$ cat src/hw/rtl/ilu_pkg.sv
`default_nettype none

package ilu_pkg;

  localparam int unsigned MaxDim = 64;
  localparam int unsigned IdxW = 6;
  localparam int unsigned CntW = 13;

  typedef enum logic [1:0] {
    OP_BEGIN  = 2'd0,
    OP_ENTRY  = 2'd1,
    OP_END    = 2'd2,
    OP_FINISH = 2'd3
  } op_e;

  typedef enum logic [1:0] {
    KIND_U     = 2'd0,
    KIND_L     = 2'd1,
    KIND_TOTAL = 2'd2,
    KIND_ERROR = 2'd3
  } kind_e;

  typedef enum logic [1:0] {
    CFG_FILL = 2'd0,
    CFG_ROWS = 2'd1,
    CFG_COLS = 2'd2,
    CFG_NONE = 2'd3
  } cfg_e;

  typedef enum logic [3:0] {
    S_IDLE,
    S_DISPATCH,
    S_BEG_WR,
    S_ENT_LAST,
    S_ENT_SEG,
    S_ENT_UPD,
    S_U_FIND,
    S_U_EMIT,
    S_L_EMIT,
    S_CLOSE,
    S_FINISH
  } state_e;

  typedef enum logic [3:0] {
    CMD_NONE,
    CMD_BEGIN_NEW,
    CMD_BEGIN_RD,
    CMD_BEGIN_OLD,
    CMD_ENT_ID,
    CMD_ENT_LAST,
    CMD_ENT_SEG,
    CMD_ENT_UPD,
    CMD_ENT_L,
    CMD_END_START,
    CMD_U_RD,
    CMD_U_EMIT,
    CMD_L_EMIT,
    CMD_CLOSE,
    CMD_FINISH
  } cmd_e;

  typedef struct packed {
    op_e  op;
    logic fill_err;
    logic begin_ok;
    logic begin_new;
    logic col_open;
    logic row_ok;
    logic row_u;
    logic u_any;
    logic l_any;
    logic l_phase;
    logic out_free;
  } status_t;

  function automatic logic [IdxW-1:0] lowest_set(input logic [MaxDim-1:0] v);
    logic [IdxW-1:0] r;
    r = '0;
    for (int i = MaxDim - 1; i >= 0; i--) begin
      if (v[i]) r = IdxW'(i);
    end
    return r;
  endfunction

endpackage

`default_nettype wire

$ cat src/hw/rtl/ilu_if.sv
`default_nettype none

interface ilu_in_if;
  logic       valid;
  logic       ready;
  logic [1:0] operation;
  logic       starts_supernode;
  logic [5:0] row_index;
  modport source (output valid, operation, starts_supernode, row_index, input ready);
  modport sink (input valid, operation, starts_supernode, row_index, output ready);
endinterface

interface ilu_out_if;
  logic        valid;
  logic        ready;
  logic [1:0]  kind;
  logic [5:0]  index_value;
  logic [11:0] position;
  logic        last_of_run;
  logic [12:0] skeleton_l;
  logic [12:0] skeleton_u;
  logic [12:0] nonzeros_l;
  logic [12:0] nonzeros_u;
  logic [13:0] nonzeros_lu;
  modport source (output valid, kind, index_value, position, last_of_run, skeleton_l,
                  skeleton_u, nonzeros_l, nonzeros_u, nonzeros_lu, input ready);
  modport sink (input valid, kind, index_value, position, last_of_run, skeleton_l,
                skeleton_u, nonzeros_l, nonzeros_u, nonzeros_lu, output ready);
endinterface

interface ilu_cfg_if;
  logic       valid;
  logic       ready;
  logic [1:0] index;
  logic [6:0] data;
  modport source (output valid, index, data, input ready);
  modport sink (input valid, index, data, output ready);
endinterface

`default_nettype wire

$ cat src/hw/rtl/ilu_ctrl.sv
`default_nettype none

module ilu_ctrl
  import ilu_pkg::*;
(
  input  wire     clk_i,
  input  wire     rst_ni,
  input  wire     accept_i,
  input  status_t status_i,
  output logic    in_ready_o,
  output cmd_e    cmd_o
);

  state_e state_q, state_d;

  always_ff @(posedge clk_i or negedge rst_ni) begin
    if (!rst_ni) begin
      state_q <= S_IDLE;
    end else begin
      state_q <= state_d;
    end
  end

  always_comb begin
    state_d = state_q;
    case (state_q)
      S_IDLE: begin
        if (accept_i) state_d = S_DISPATCH;
      end
      S_DISPATCH: begin
        state_d = S_IDLE;
        if (status_i.op == OP_FINISH) begin
          state_d = S_FINISH;
        end else if (!status_i.fill_err) begin
          case (status_i.op)
            OP_BEGIN: begin
              if (status_i.begin_ok && !status_i.begin_new) state_d = S_BEG_WR;
            end
            OP_ENTRY: begin
              if (status_i.col_open && status_i.row_ok && status_i.row_u) begin
                state_d = S_ENT_LAST;
              end
            end
            OP_END: begin
              if (status_i.col_open) state_d = S_U_FIND;
            end
            default: state_d = S_IDLE;
          endcase
        end
      end
      S_BEG_WR:   state_d = S_IDLE;
      S_ENT_LAST: state_d = S_ENT_SEG;
      S_ENT_SEG:  state_d = S_ENT_UPD;
      S_ENT_UPD:  state_d = S_IDLE;
      S_U_FIND: begin
        if (status_i.u_any) state_d = S_U_EMIT;
        else if (status_i.l_phase) state_d = S_L_EMIT;
        else state_d = S_CLOSE;
      end
      S_U_EMIT: begin
        if (status_i.out_free) state_d = S_U_FIND;
      end
      S_L_EMIT: begin
        if (!status_i.l_any) state_d = S_CLOSE;
      end
      S_CLOSE: state_d = S_IDLE;
      S_FINISH: begin
        if (status_i.out_free) state_d = S_IDLE;
      end
      default: state_d = S_IDLE;
    endcase
  end

  always_comb begin
    cmd_o = CMD_NONE;
    in_ready_o = 1'b0;
    case (state_q)
      S_IDLE: in_ready_o = 1'b1;
      S_DISPATCH: begin
        if (status_i.op != OP_FINISH && !status_i.fill_err) begin
          case (status_i.op)
            OP_BEGIN: begin
              if (status_i.begin_ok) begin
                cmd_o = status_i.begin_new ? CMD_BEGIN_NEW : CMD_BEGIN_RD;
              end
            end
            OP_ENTRY: begin
              if (status_i.col_open && status_i.row_ok) begin
                cmd_o = status_i.row_u ? CMD_ENT_ID : CMD_ENT_L;
              end
            end
            OP_END: begin
              if (status_i.col_open) cmd_o = CMD_END_START;
            end
            default: cmd_o = CMD_NONE;
          endcase
        end
      end
      S_BEG_WR:   cmd_o = CMD_BEGIN_OLD;
      S_ENT_LAST: cmd_o = CMD_ENT_LAST;
      S_ENT_SEG:  cmd_o = CMD_ENT_SEG;
      S_ENT_UPD:  cmd_o = CMD_ENT_UPD;
      S_U_FIND: begin
        if (status_i.u_any) cmd_o = CMD_U_RD;
      end
      S_U_EMIT: begin
        if (status_i.out_free) cmd_o = CMD_U_EMIT;
      end
      S_L_EMIT: begin
        if (status_i.l_any && status_i.out_free) cmd_o = CMD_L_EMIT;
      end
      S_CLOSE: cmd_o = CMD_CLOSE;
      S_FINISH: begin
        if (status_i.out_free) cmd_o = CMD_FINISH;
      end
      default: cmd_o = CMD_NONE;
    endcase
  end

endmodule

`default_nettype wire

$ cat src/hw/rtl/ilu_dp.sv
`default_nettype none

module ilu_dp
  import ilu_pkg::*;
(
  input  wire          clk_i,
  input  wire          rst_ni,
  input  wire          accept_i,
  input  wire [1:0]    op_i,
  input  wire          starts_i,
  input  wire [5:0]    row_i,
  input  wire          cfg_we_i,
  input  wire [1:0]    cfg_index_i,
  input  wire [6:0]    cfg_data_i,
  input  cmd_e         cmd_i,
  output status_t      status_o,
  input  wire          out_ready_i,
  output logic         out_valid_o,
  output logic [1:0]   kind_o,
  output logic [5:0]   index_value_o,
  output logic [11:0]  position_o,
  output logic         last_of_run_o,
  output logic [12:0]  skeleton_l_o,
  output logic [12:0]  skeleton_u_o,
  output logic [12:0]  nonzeros_l_o,
  output logic [12:0]  nonzeros_u_o,
  output logic [13:0]  nonzeros_lu_o
);

  logic [3:0] fill_q;
  logic [6:0] rows_q, cols_q;
  logic [1:0] op_q;
  logic       starts_q;
  logic [5:0] row_q;

  logic [MaxDim-1:0] u_bm_q, l_bm_q;
  logic [IdxW-1:0]   cur_q, start_q, snc_q, rep_q, uidx_q;
  logic [6:0]        lcount_q, lrun_q, closed_q;
  logic              open_q;
  logic [CntW-1:0]   skl_q, sku_q, nnl_q, nnu_q;

  logic [IdxW-1:0] id_mem [MaxDim];
  logic [IdxW-1:0] last_mem [MaxDim];
  logic [IdxW-1:0] seg_mem [MaxDim];
  logic [IdxW-1:0] rd_id_q, rd_last_q, rd_seg_q;

  logic        out_valid_q, last_q;
  logic [1:0]  kind_q;
  logic [5:0]  idx_q;
  logic [11:0] pos_q;
  logic [12:0] tskl_q, tsku_q, tnnl_q, tnnu_q;
  logic [13:0] tlu_q;

  logic [6:0]        ncols, mn, closed_inc;
  logic              out_free, l_phase;
  logic [IdxW-1:0]   u_low, l_low;
  logic [MaxDim-1:0] u_rest, l_rest;
  logic [6:0]        u_len;
  logic [13:0]       nz_sum;

  assign ncols = (cols_q > 7'(MaxDim)) ? 7'(MaxDim) : cols_q;
  assign mn = (rows_q < cols_q) ? rows_q : cols_q;
  assign out_free = !out_valid_q || out_ready_i;
  assign l_phase = (cur_q == start_q);
  assign u_low = lowest_set(u_bm_q);
  assign l_low = lowest_set(l_bm_q);
  assign u_rest = u_bm_q & ~(MaxDim'(1) << uidx_q);
  assign l_rest = l_bm_q & ~(MaxDim'(1) << l_low);
  assign u_len = (uidx_q >= rd_seg_q) ? (7'(uidx_q) - 7'(rd_seg_q) + 7'd1) : 7'd0;
  assign nz_sum = 14'(nnl_q) + 14'(nnu_q);
  assign closed_inc = closed_q + 7'd1;

  always_comb begin
    status_o.op        = op_e'(op_q);
    status_o.fill_err  = (fill_q != 4'd0);
    status_o.begin_ok  = !open_q && (closed_q < ncols);
    status_o.begin_new = (closed_q == 7'd0) || starts_q;
    status_o.col_open  = open_q;
    status_o.row_ok    = ({1'b0, row_q} < rows_q);
    status_o.row_u     = (row_q < start_q);
    status_o.u_any     = (u_bm_q != '0);
    status_o.l_any     = (l_bm_q != '0);
    status_o.l_phase   = l_phase;
    status_o.out_free  = out_free;
  end

  always_ff @(posedge clk_i or negedge rst_ni) begin
    if (!rst_ni) begin
      fill_q <= '0;
      rows_q <= 7'(MaxDim);
      cols_q <= 7'(MaxDim);
    end else if (cfg_we_i) begin
      case (cfg_index_i)
        CFG_FILL: fill_q <= cfg_data_i[3:0];
        CFG_ROWS: rows_q <= cfg_data_i;
        CFG_COLS: cols_q <= cfg_data_i;
        default: ;
      endcase
    end
  end

  always_ff @(posedge clk_i) begin
    if (accept_i) begin
      op_q     <= op_i;
      starts_q <= starts_i;
      row_q    <= row_i;
    end
  end

  always_ff @(posedge clk_i) begin
    case (cmd_i)
      CMD_BEGIN_NEW: begin
        id_mem[closed_q[5:0]] <= snc_q;
        last_mem[snc_q] <= closed_q[5:0];
      end
      CMD_BEGIN_OLD: begin
        id_mem[closed_q[5:0]] <= rd_id_q;
        last_mem[rd_id_q] <= closed_q[5:0];
      end
      CMD_BEGIN_RD: rd_id_q <= id_mem[closed_q[5:0] - 6'd1];
      CMD_ENT_ID:   rd_id_q <= id_mem[row_q];
      CMD_ENT_LAST: rd_last_q <= last_mem[rd_id_q];
      CMD_ENT_SEG:  rd_seg_q <= seg_mem[rd_last_q];
      CMD_U_RD:     rd_seg_q <= seg_mem[u_low];
      CMD_ENT_UPD: begin
        if (!u_bm_q[rep_q] || (row_q < rd_seg_q)) seg_mem[rep_q] <= row_q;
      end
      default: ;
    endcase
  end

  always_ff @(posedge clk_i) begin
    if (cmd_i == CMD_ENT_SEG) rep_q <= rd_last_q;
    if (cmd_i == CMD_U_RD) uidx_q <= u_low;
  end

  always_ff @(posedge clk_i or negedge rst_ni) begin
    if (!rst_ni) begin
      u_bm_q <= '0;
      l_bm_q <= '0;
      cur_q <= '0;
      start_q <= '0;
      snc_q <= '0;
      lcount_q <= '0;
      lrun_q <= '0;
      closed_q <= '0;
      open_q <= 1'b0;
      skl_q <= '0;
      sku_q <= '0;
      nnl_q <= '0;
      nnu_q <= '0;
    end else begin
      case (cmd_i)
        CMD_BEGIN_NEW: begin
          snc_q <= snc_q + 6'd1;
          start_q <= closed_q[5:0];
          lcount_q <= '0;
          cur_q <= closed_q[5:0];
          open_q <= 1'b1;
        end
        CMD_BEGIN_OLD: begin
          nnl_q <= nnl_q + 13'(lcount_q);
          cur_q <= closed_q[5:0];
          open_q <= 1'b1;
        end
        CMD_ENT_UPD: u_bm_q[rep_q] <= 1'b1;
        CMD_ENT_L: begin
          if (l_phase) l_bm_q[row_q] <= 1'b1;
        end
        CMD_END_START: lrun_q <= '0;
        CMD_U_EMIT: begin
          sku_q <= sku_q + 13'd1;
          nnu_q <= nnu_q + 13'(u_len);
          u_bm_q[uidx_q] <= 1'b0;
        end
        CMD_L_EMIT: begin
          skl_q <= skl_q + 13'd1;
          lrun_q <= lrun_q + 7'd1;
          l_bm_q[l_low] <= 1'b0;
        end
        CMD_CLOSE: begin
          if (l_phase) begin
            lcount_q <= lrun_q;
            nnl_q <= nnl_q + 13'(lrun_q);
          end
          l_bm_q <= '0;
          open_q <= 1'b0;
          closed_q <= closed_inc;
          cur_q <= closed_inc[5:0];
        end
        CMD_FINISH: begin
          u_bm_q <= '0;
          l_bm_q <= '0;
          cur_q <= '0;
          start_q <= '0;
          snc_q <= '0;
          lcount_q <= '0;
          closed_q <= '0;
          open_q <= 1'b0;
          skl_q <= '0;
          sku_q <= '0;
          nnl_q <= '0;
          nnu_q <= '0;
        end
        default: ;
      endcase
    end
  end

  always_ff @(posedge clk_i or negedge rst_ni) begin
    if (!rst_ni) begin
      out_valid_q <= 1'b0;
    end else if (cmd_i == CMD_U_EMIT || cmd_i == CMD_L_EMIT || cmd_i == CMD_FINISH) begin
      out_valid_q <= 1'b1;
    end else if (out_ready_i) begin
      out_valid_q <= 1'b0;
    end
  end

  always_ff @(posedge clk_i) begin
    case (cmd_i)
      CMD_U_EMIT, CMD_L_EMIT, CMD_FINISH: begin
        kind_q <= KIND_U;
        idx_q <= '0;
        pos_q <= '0;
        last_q <= 1'b1;
        tskl_q <= '0;
        tsku_q <= '0;
        tnnl_q <= '0;
        tnnu_q <= '0;
        tlu_q <= '0;
        if (cmd_i == CMD_U_EMIT) begin
          idx_q <= rd_seg_q;
          pos_q <= sku_q[11:0];
          last_q <= (u_rest == '0) && !(l_phase && (l_bm_q != '0));
        end else if (cmd_i == CMD_L_EMIT) begin
          kind_q <= KIND_L;
          idx_q <= l_low;
          pos_q <= skl_q[11:0];
          last_q <= (l_rest == '0);
        end else if (fill_q != 4'd0) begin
          kind_q <= KIND_ERROR;
        end else begin
          kind_q <= KIND_TOTAL;
          tskl_q <= skl_q;
          tsku_q <= sku_q;
          tnnl_q <= nnl_q;
          tnnu_q <= nnu_q;
          tlu_q <= (nz_sum > 14'(mn)) ? (nz_sum - 14'(mn)) : 14'd0;
        end
      end
      default: ;
    endcase
  end

  assign out_valid_o   = out_valid_q;
  assign kind_o        = kind_q;
  assign index_value_o = idx_q;
  assign position_o    = pos_q;
  assign last_of_run_o = last_q;
  assign skeleton_l_o  = tskl_q;
  assign skeleton_u_o  = tsku_q;
  assign nonzeros_l_o  = tnnl_q;
  assign nonzeros_u_o  = tnnu_q;
  assign nonzeros_lu_o = tlu_q;

endmodule

`default_nettype wire

$ cat src/hw/rtl/ilu0_symbolic_structure_unit.sv
// ILU(0) symbolic structure unit for matrices of up to 64 by 64.
// Items arrive on in_i as transactions: begin column, row entry, end column and
// finish. Results leave on res_o: an end column yields one per U segment and one
// per L row, a finish yields one, and the final one of each input item is flagged
// by last_of_run. Configuration transactions on cfg_i are always accepted and
// must be issued only while the unit is idle.
// One item is processed at a time. An entry for a row below the supernode start
// row passes through three lookup memories; one at or above it does not.
// In an end column every U index needs a registered read of the segment memory;
// the first column of a supernode then emits one L result per L row.
// A finish yields one totals or error result.
// Results pass through a single output register; while the receiver stalls the
// unit holds at its next result and stops taking input.
// Reset clears the structure and counters and sets 64 rows and 64 columns with
// fill level zero; no clearing pass is needed.
`default_nettype none

module ilu0_symbolic_structure_unit
  import ilu_pkg::*;
(
  input  wire    clk_i,
  input  wire    rst_ni,
  ilu_in_if.sink    in_i,
  ilu_out_if.source res_o,
  ilu_cfg_if.sink   cfg_i
);

  status_t status;
  cmd_e    cmd;
  logic    in_ready;
  logic    accept;

  assign in_i.ready  = in_ready;
  assign accept      = in_i.valid && in_ready;
  assign cfg_i.ready = 1'b1;

  ilu_ctrl u_ctrl (
    .clk_i      (clk_i),
    .rst_ni     (rst_ni),
    .accept_i   (accept),
    .status_i   (status),
    .in_ready_o (in_ready),
    .cmd_o      (cmd)
  );

  ilu_dp u_dp (
    .clk_i         (clk_i),
    .rst_ni        (rst_ni),
    .accept_i      (accept),
    .op_i          (in_i.operation),
    .starts_i      (in_i.starts_supernode),
    .row_i         (in_i.row_index),
    .cfg_we_i      (cfg_i.valid),
    .cfg_index_i   (cfg_i.index),
    .cfg_data_i    (cfg_i.data),
    .cmd_i         (cmd),
    .status_o      (status),
    .out_ready_i   (res_o.ready),
    .out_valid_o   (res_o.valid),
    .kind_o        (res_o.kind),
    .index_value_o (res_o.index_value),
    .position_o    (res_o.position),
    .last_of_run_o (res_o.last_of_run),
    .skeleton_l_o  (res_o.skeleton_l),
    .skeleton_u_o  (res_o.skeleton_u),
    .nonzeros_l_o  (res_o.nonzeros_l),
    .nonzeros_u_o  (res_o.nonzeros_u),
    .nonzeros_lu_o (res_o.nonzeros_lu)
  );

endmodule

`default_nettype wire
$ cat src/flat_wrapper.sv
// flat-port wrapper written by rule: the top's interface ports become plain ports
module ilu0_symbolic_structure_unit_flat import ilu_pkg::*;
  (clk_i, rst_ni, in_i_valid, in_i_operation, in_i_starts_supernode, in_i_row_index, in_i_ready, res_o_valid, res_o_kind, res_o_index_value, res_o_position, res_o_last_of_run, res_o_skeleton_l, res_o_skeleton_u, res_o_nonzeros_l, res_o_nonzeros_u, res_o_nonzeros_lu, res_o_ready, cfg_i_valid, cfg_i_index, cfg_i_data, cfg_i_ready);
  ilu_in_if in_i_i ();
  ilu_out_if res_o_i ();
  ilu_cfg_if cfg_i_i ();
  input  wire clk_i;
  input  wire rst_ni;
  input wire logic [$bits(in_i_i.valid)-1:0] in_i_valid;
  input wire logic [$bits(in_i_i.operation)-1:0] in_i_operation;
  input wire logic [$bits(in_i_i.starts_supernode)-1:0] in_i_starts_supernode;
  input wire logic [$bits(in_i_i.row_index)-1:0] in_i_row_index;
  output wire logic [$bits(in_i_i.ready)-1:0] in_i_ready;
  output wire logic [$bits(res_o_i.valid)-1:0] res_o_valid;
  output wire logic [$bits(res_o_i.kind)-1:0] res_o_kind;
  output wire logic [$bits(res_o_i.index_value)-1:0] res_o_index_value;
  output wire logic [$bits(res_o_i.position)-1:0] res_o_position;
  output wire logic [$bits(res_o_i.last_of_run)-1:0] res_o_last_of_run;
  output wire logic [$bits(res_o_i.skeleton_l)-1:0] res_o_skeleton_l;
  output wire logic [$bits(res_o_i.skeleton_u)-1:0] res_o_skeleton_u;
  output wire logic [$bits(res_o_i.nonzeros_l)-1:0] res_o_nonzeros_l;
  output wire logic [$bits(res_o_i.nonzeros_u)-1:0] res_o_nonzeros_u;
  output wire logic [$bits(res_o_i.nonzeros_lu)-1:0] res_o_nonzeros_lu;
  input wire logic [$bits(res_o_i.ready)-1:0] res_o_ready;
  input wire logic [$bits(cfg_i_i.valid)-1:0] cfg_i_valid;
  input wire logic [$bits(cfg_i_i.index)-1:0] cfg_i_index;
  input wire logic [$bits(cfg_i_i.data)-1:0] cfg_i_data;
  output wire logic [$bits(cfg_i_i.ready)-1:0] cfg_i_ready;
  assign in_i_i.valid = in_i_valid;
  assign in_i_i.operation = in_i_operation;
  assign in_i_i.starts_supernode = in_i_starts_supernode;
  assign in_i_i.row_index = in_i_row_index;
  assign in_i_ready = in_i_i.ready;
  assign res_o_valid = res_o_i.valid;
  assign res_o_kind = res_o_i.kind;
  assign res_o_index_value = res_o_i.index_value;
  assign res_o_position = res_o_i.position;
  assign res_o_last_of_run = res_o_i.last_of_run;
  assign res_o_skeleton_l = res_o_i.skeleton_l;
  assign res_o_skeleton_u = res_o_i.skeleton_u;
  assign res_o_nonzeros_l = res_o_i.nonzeros_l;
  assign res_o_nonzeros_u = res_o_i.nonzeros_u;
  assign res_o_nonzeros_lu = res_o_i.nonzeros_lu;
  assign res_o_i.ready = res_o_ready;
  assign cfg_i_i.valid = cfg_i_valid;
  assign cfg_i_i.index = cfg_i_index;
  assign cfg_i_i.data = cfg_i_data;
  assign cfg_i_ready = cfg_i_i.ready;
  ilu0_symbolic_structure_unit u_core (.clk_i(clk_i), .rst_ni(rst_ni), .in_i(in_i_i), .res_o(res_o_i), .cfg_i(cfg_i_i));
endmodule
$ cat config.mk
export PLATFORM = sky130hd
export DESIGN_NAME = ilu0_symbolic_structure_unit_flat
export DESIGN_NICKNAME = d
export VERILOG_FILES = /design/src/hw/rtl/ilu_pkg.sv /design/src/hw/rtl/ilu_if.sv /design/src/hw/rtl/ilu_ctrl.sv /design/src/hw/rtl/ilu_dp.sv /design/src/hw/rtl/ilu0_symbolic_structure_unit.sv /design/src/flat_wrapper.sv
export SDC_FILE = /design/constraint.sdc
export NUM_CORES = 2
export LEC_CHECK = 0
export BUFFER_PORTS_ARGS = -buffer_cell sky130_fd_sc_hd__buf_2
export CAP_MARGIN = 0
export CORE_ASPECT_RATIO = 0.8
export CORE_MARGIN = 3
export CORE_UTILIZATION = 60
export DETAILED_ROUTE_END_ITERATION = 16
export GPL_TIMING_DRIVEN = 0
export MAX_ROUTING_LAYER = met4
export PLACE_DENSITY_LB_ADDON = 0.25
export SYNTH_ARGS = -nofsm -noshare
export SYNTH_HDL_FRONTEND = slang
export SYNTH_SLANG_ARGS = --single-unit
export TNS_END_PERCENT = 20
$ cat constraint.sdc
create_clock -name clk_i -period 9.22 [get_ports clk_i]
set_input_delay 1.844 -clock clk_i [delete_from_list [all_inputs] [get_ports clk_i]]
set_output_delay 1.844 -clock clk_i [all_outputs]
set_load 0.005 [all_outputs]
==> out/summary.txt <==
Post-synth top cells: edfxtp_1, mux4_2, nor2_1, nand2_1, dfrtp_1
Achievable Freq: 0.133 GHz
Final min period: 7.52 ns
crit-path max FO: 10
clock slew at reported path FFs: 0.06 ns
crit-path max cell delay: 1.17 ns
Layout area overhead: 11.9%
# H-tree levels: 4
initial antenna violation count: 9
total track usage: 39.6%
VDD IR max: 0.244 mV
total die area: 126000 µm²
first-pass GRT wire length: 351000 µm
synthesized-area fraction occupied by adder cells: 1.58%
EDFF count, synth: 1278
Clock Path Buffers: 3
Final Hold Violating Endpoints: 0
Area contributors post-synth: edfxtp_1, mux4_2, dfrtp_1
reg-to-reg critical path startpoint: u_core.u_dp.u_bm_q[21]
Main synth FF type: edfxtp_1
clk_skew: 0.0442 ns
Starting DRT DRC Count: 9319
Placed Area: 76400 µm²
DR pass1 iterations: 7
Post-CTS Setup Bufs: 0
Cell Area, Synth: 72900 µm²
crit path capture type: flip-flop
drt total wl: 242000 µm
port bufs: 111
layout cell share with drive strength beyond 1: 19.6%
Initial Util: 61.0%
CTS Hold Bufs: 0
Pwr Density: 183 nW/µm²
final core occ: 68.2%
Final setup violation count: 0
Core Region: 120000 µm²
Num CTS Buffers: 152
number of core rows: 113
simple-gate area share of the yosys netlist: 9.41%
post-synthesis sequential area ratio: 61.1%
vias in the first global route: 49500
Async SR Flop Fraction: 15.9%
largest net degree at the start of global routing: 115
period utilization: 81.5%
CTS tree: yes
critical-path cell list: nor4_1, o2111ai_1, a22oi_1, nand2_1, clkbuf_1, clkbuf_1, o22ai_1, nor4_1, o41ai_1
pins over their slew limit: 0
top-count cell post-synth: edfxtp_1
Filler cells: 8073
XOR/XNOR Fraction of Synth Area: 0.877%
Slew @ Worst Pin: 1.45 ns
crit path DAT: 7.90 ns
area leader, netlist: edfxtp_1
worst hold start: u_core.u_dp.rd_last_q[4]
status: completed
Worst-Skew Late Latency: 0.82 ns
leakage power: 25.7 nW
die width: 396 µm
CP max stage cell: a22oi_1
Placer Congestion: 1.10
DR vias: 51600
Hold Path Class: reg2reg
worst rel slew slack: 3.40%
max-cap violations: 0
Crit Path Category: reg2reg
RSZ-0062 raised after global routing: false
#FFs+latches synth: 1527
Post-DP HPWL: 168000 µm
Synth Area in Compound Gates: 7.31%
Ports: 113
clk sinks: 1527
Synth Area per Inst: 14.7 µm²
CTS Root Cell: clkbuf_16
crit path launch type: flip-flop
Cells after Synth: 4951
remaining antenna violation count: 0
Synth Net Count: 5062
YS warnings: 0
crit path from: u_core.u_dp.u_bm_q[21]
Reg2Reg Setup Slack: 1.70 ns
grt total ovfl: 0
Worst EP required: 9.61 ns
Yosys cell types: 84
CTS resizes: 0
Avg WL per Cell: 34.5 µm
setup TNS: 0 ns
vias per inst: 7.37
Yosys top cell area share: 52.6%
largest family of logic cells by synthesized area: multiplexers
Final #Nets: 5362
multiplexer share of the synthesized area: 17.5%
Final Cell Area: 81600 µm²
DRC viols: 0
Die H: 318 µm
-- worst max-delay path, delay by kind of cell, from the launching register on --
family / cells / cell delay (ns)
AO/OA/AOI/OAI: 4 / 3.51
AND/OR/NAND/NOR: 3 / 1.86
buffers and inverters: 2 / 1.20
flip-flops: 1 / 0.51
-- power breakdown --
group          internal, W  switching (W)  total [W]
clock              0.00369        0.00279    0.00648
sequential         0.00749      0.0000791    0.00756
combinational     0.000290       0.000624   0.000914
-- placed cells by master (no fill, tap or decap), drive strengths merged, types with 17 or more instances in the layout --
cell type  count
clkinv        59
mux2i         89
nor3         150
or3           41
o22ai         28
clkbuf       410
and3          20
and2          65
nand3         62
a31oi         23
o32ai         18
buf          239
xor2          32
nor4          66
nor2         444
o221a         54
nand2        419
o31ai         31
a32o          56
nor2b         30
ha            81
mux4         514
edfxtp      1278
o221ai        17
a21oi        147
inv           97
nand4         56
bufinv        18
a21o          24
nand2b        35
dfrtp        241
o21ai        221
mux2          27
or4           30
xnor2         41
-- sequential cells by signal, summed over array words and instances, names as in the netlist, 12 cells and up, named ones only --
register	flops
u_core.u_dp.l_bm_q	64
u_core.u_dp.nonzeros_lu_o	14
u_core.u_dp.skl_q	13
u_core.u_dp.sku_q	13
u_core.u_dp.id_mem	384
u_core.u_dp.nonzeros_l_o	13
u_core.u_dp.nnl_q	13
u_core.u_dp.u_bm_q	64
u_core.u_dp.nonzeros_u_o	13
u_core.u_dp.last_mem	384
u_core.u_dp.seg_mem	384
u_core.u_dp.skeleton_u_o	13
u_core.u_dp.skeleton_l_o	13
u_core.u_dp.nnu_q	13
u_core.u_dp.position_o	12
-- final cells by class --
cell class / count / area (µm²) / share of cell area (%)
diodes: 10 / 25.0 / 0.0307
plain buffers: 312 / 1260 / 1.55
clock buffers: 191 / 4100 / 5.02
clock inverters: 91 / 1060 / 1.30
inverters: 89 / 334 / 0.409
multi-input cells: 3023 / 26800 / 32.9
flip-flops and latches: 1527 / 44600 / 54.6
well taps: 1610 / 2010 / 2.47
repair buffers: 146 / 1400 / 1.71
-- metal layers --
layer | routed length, µm | GRT usage (%) | vias up
li1 | - | - | 20400
met1 | 89700 | 55.7 | 25900
met2 | 104000 | 54.3 | 4556
met3 | 37300 | 13.4 | 761
met4 | 10400 | 14.2 | 0
met5 | 0 | - | -
-- path summary, 6_finish.rpt --
path / to / depth (start not counted)
worst max-delay path: u_core.u_dp.rd_seg_q[5] / 9
worst min-delay path: u_core.u_dp.rep_q[4] / 0
worst max register to register: u_core.u_dp.rd_seg_q[5] / 9
worst min register to register: u_core.u_dp.rep_q[4] / 0
max in group asynchronous: u_core.u_dp.closed_q[0] / 2
min in group asynchronous: u_core.u_dp.sku_q[7] / 1
-- logic make-up after synthesis --
group / Yosys count
AOI/OAI and AO/OA: 771
xor gates and xnor gates: 73
adders and majority gates: 88
buffers and inverters: 401
DFF: 1527
muxes: 630
other: 1
and+or+nand+nor: 1460
-- per-stage QoR --
stage          setup slack [ns]  hold WS, ns  cells  total power (W)
6_report                   1.70        0.458   6999           0.0150
3_5_place_dp               2.92        0.447   6706          0.00860
2_1_floorplan              3.95        0.424   4951          0.00825
4_1_cts                    2.90        0.456   6988           0.0150
5_1_grt                    2.01        0.474   6998           0.0154
3_3_place_gp              0.879        0.433   6672          0.00860
Note: power is estimated with default switching activity, not from simulation.
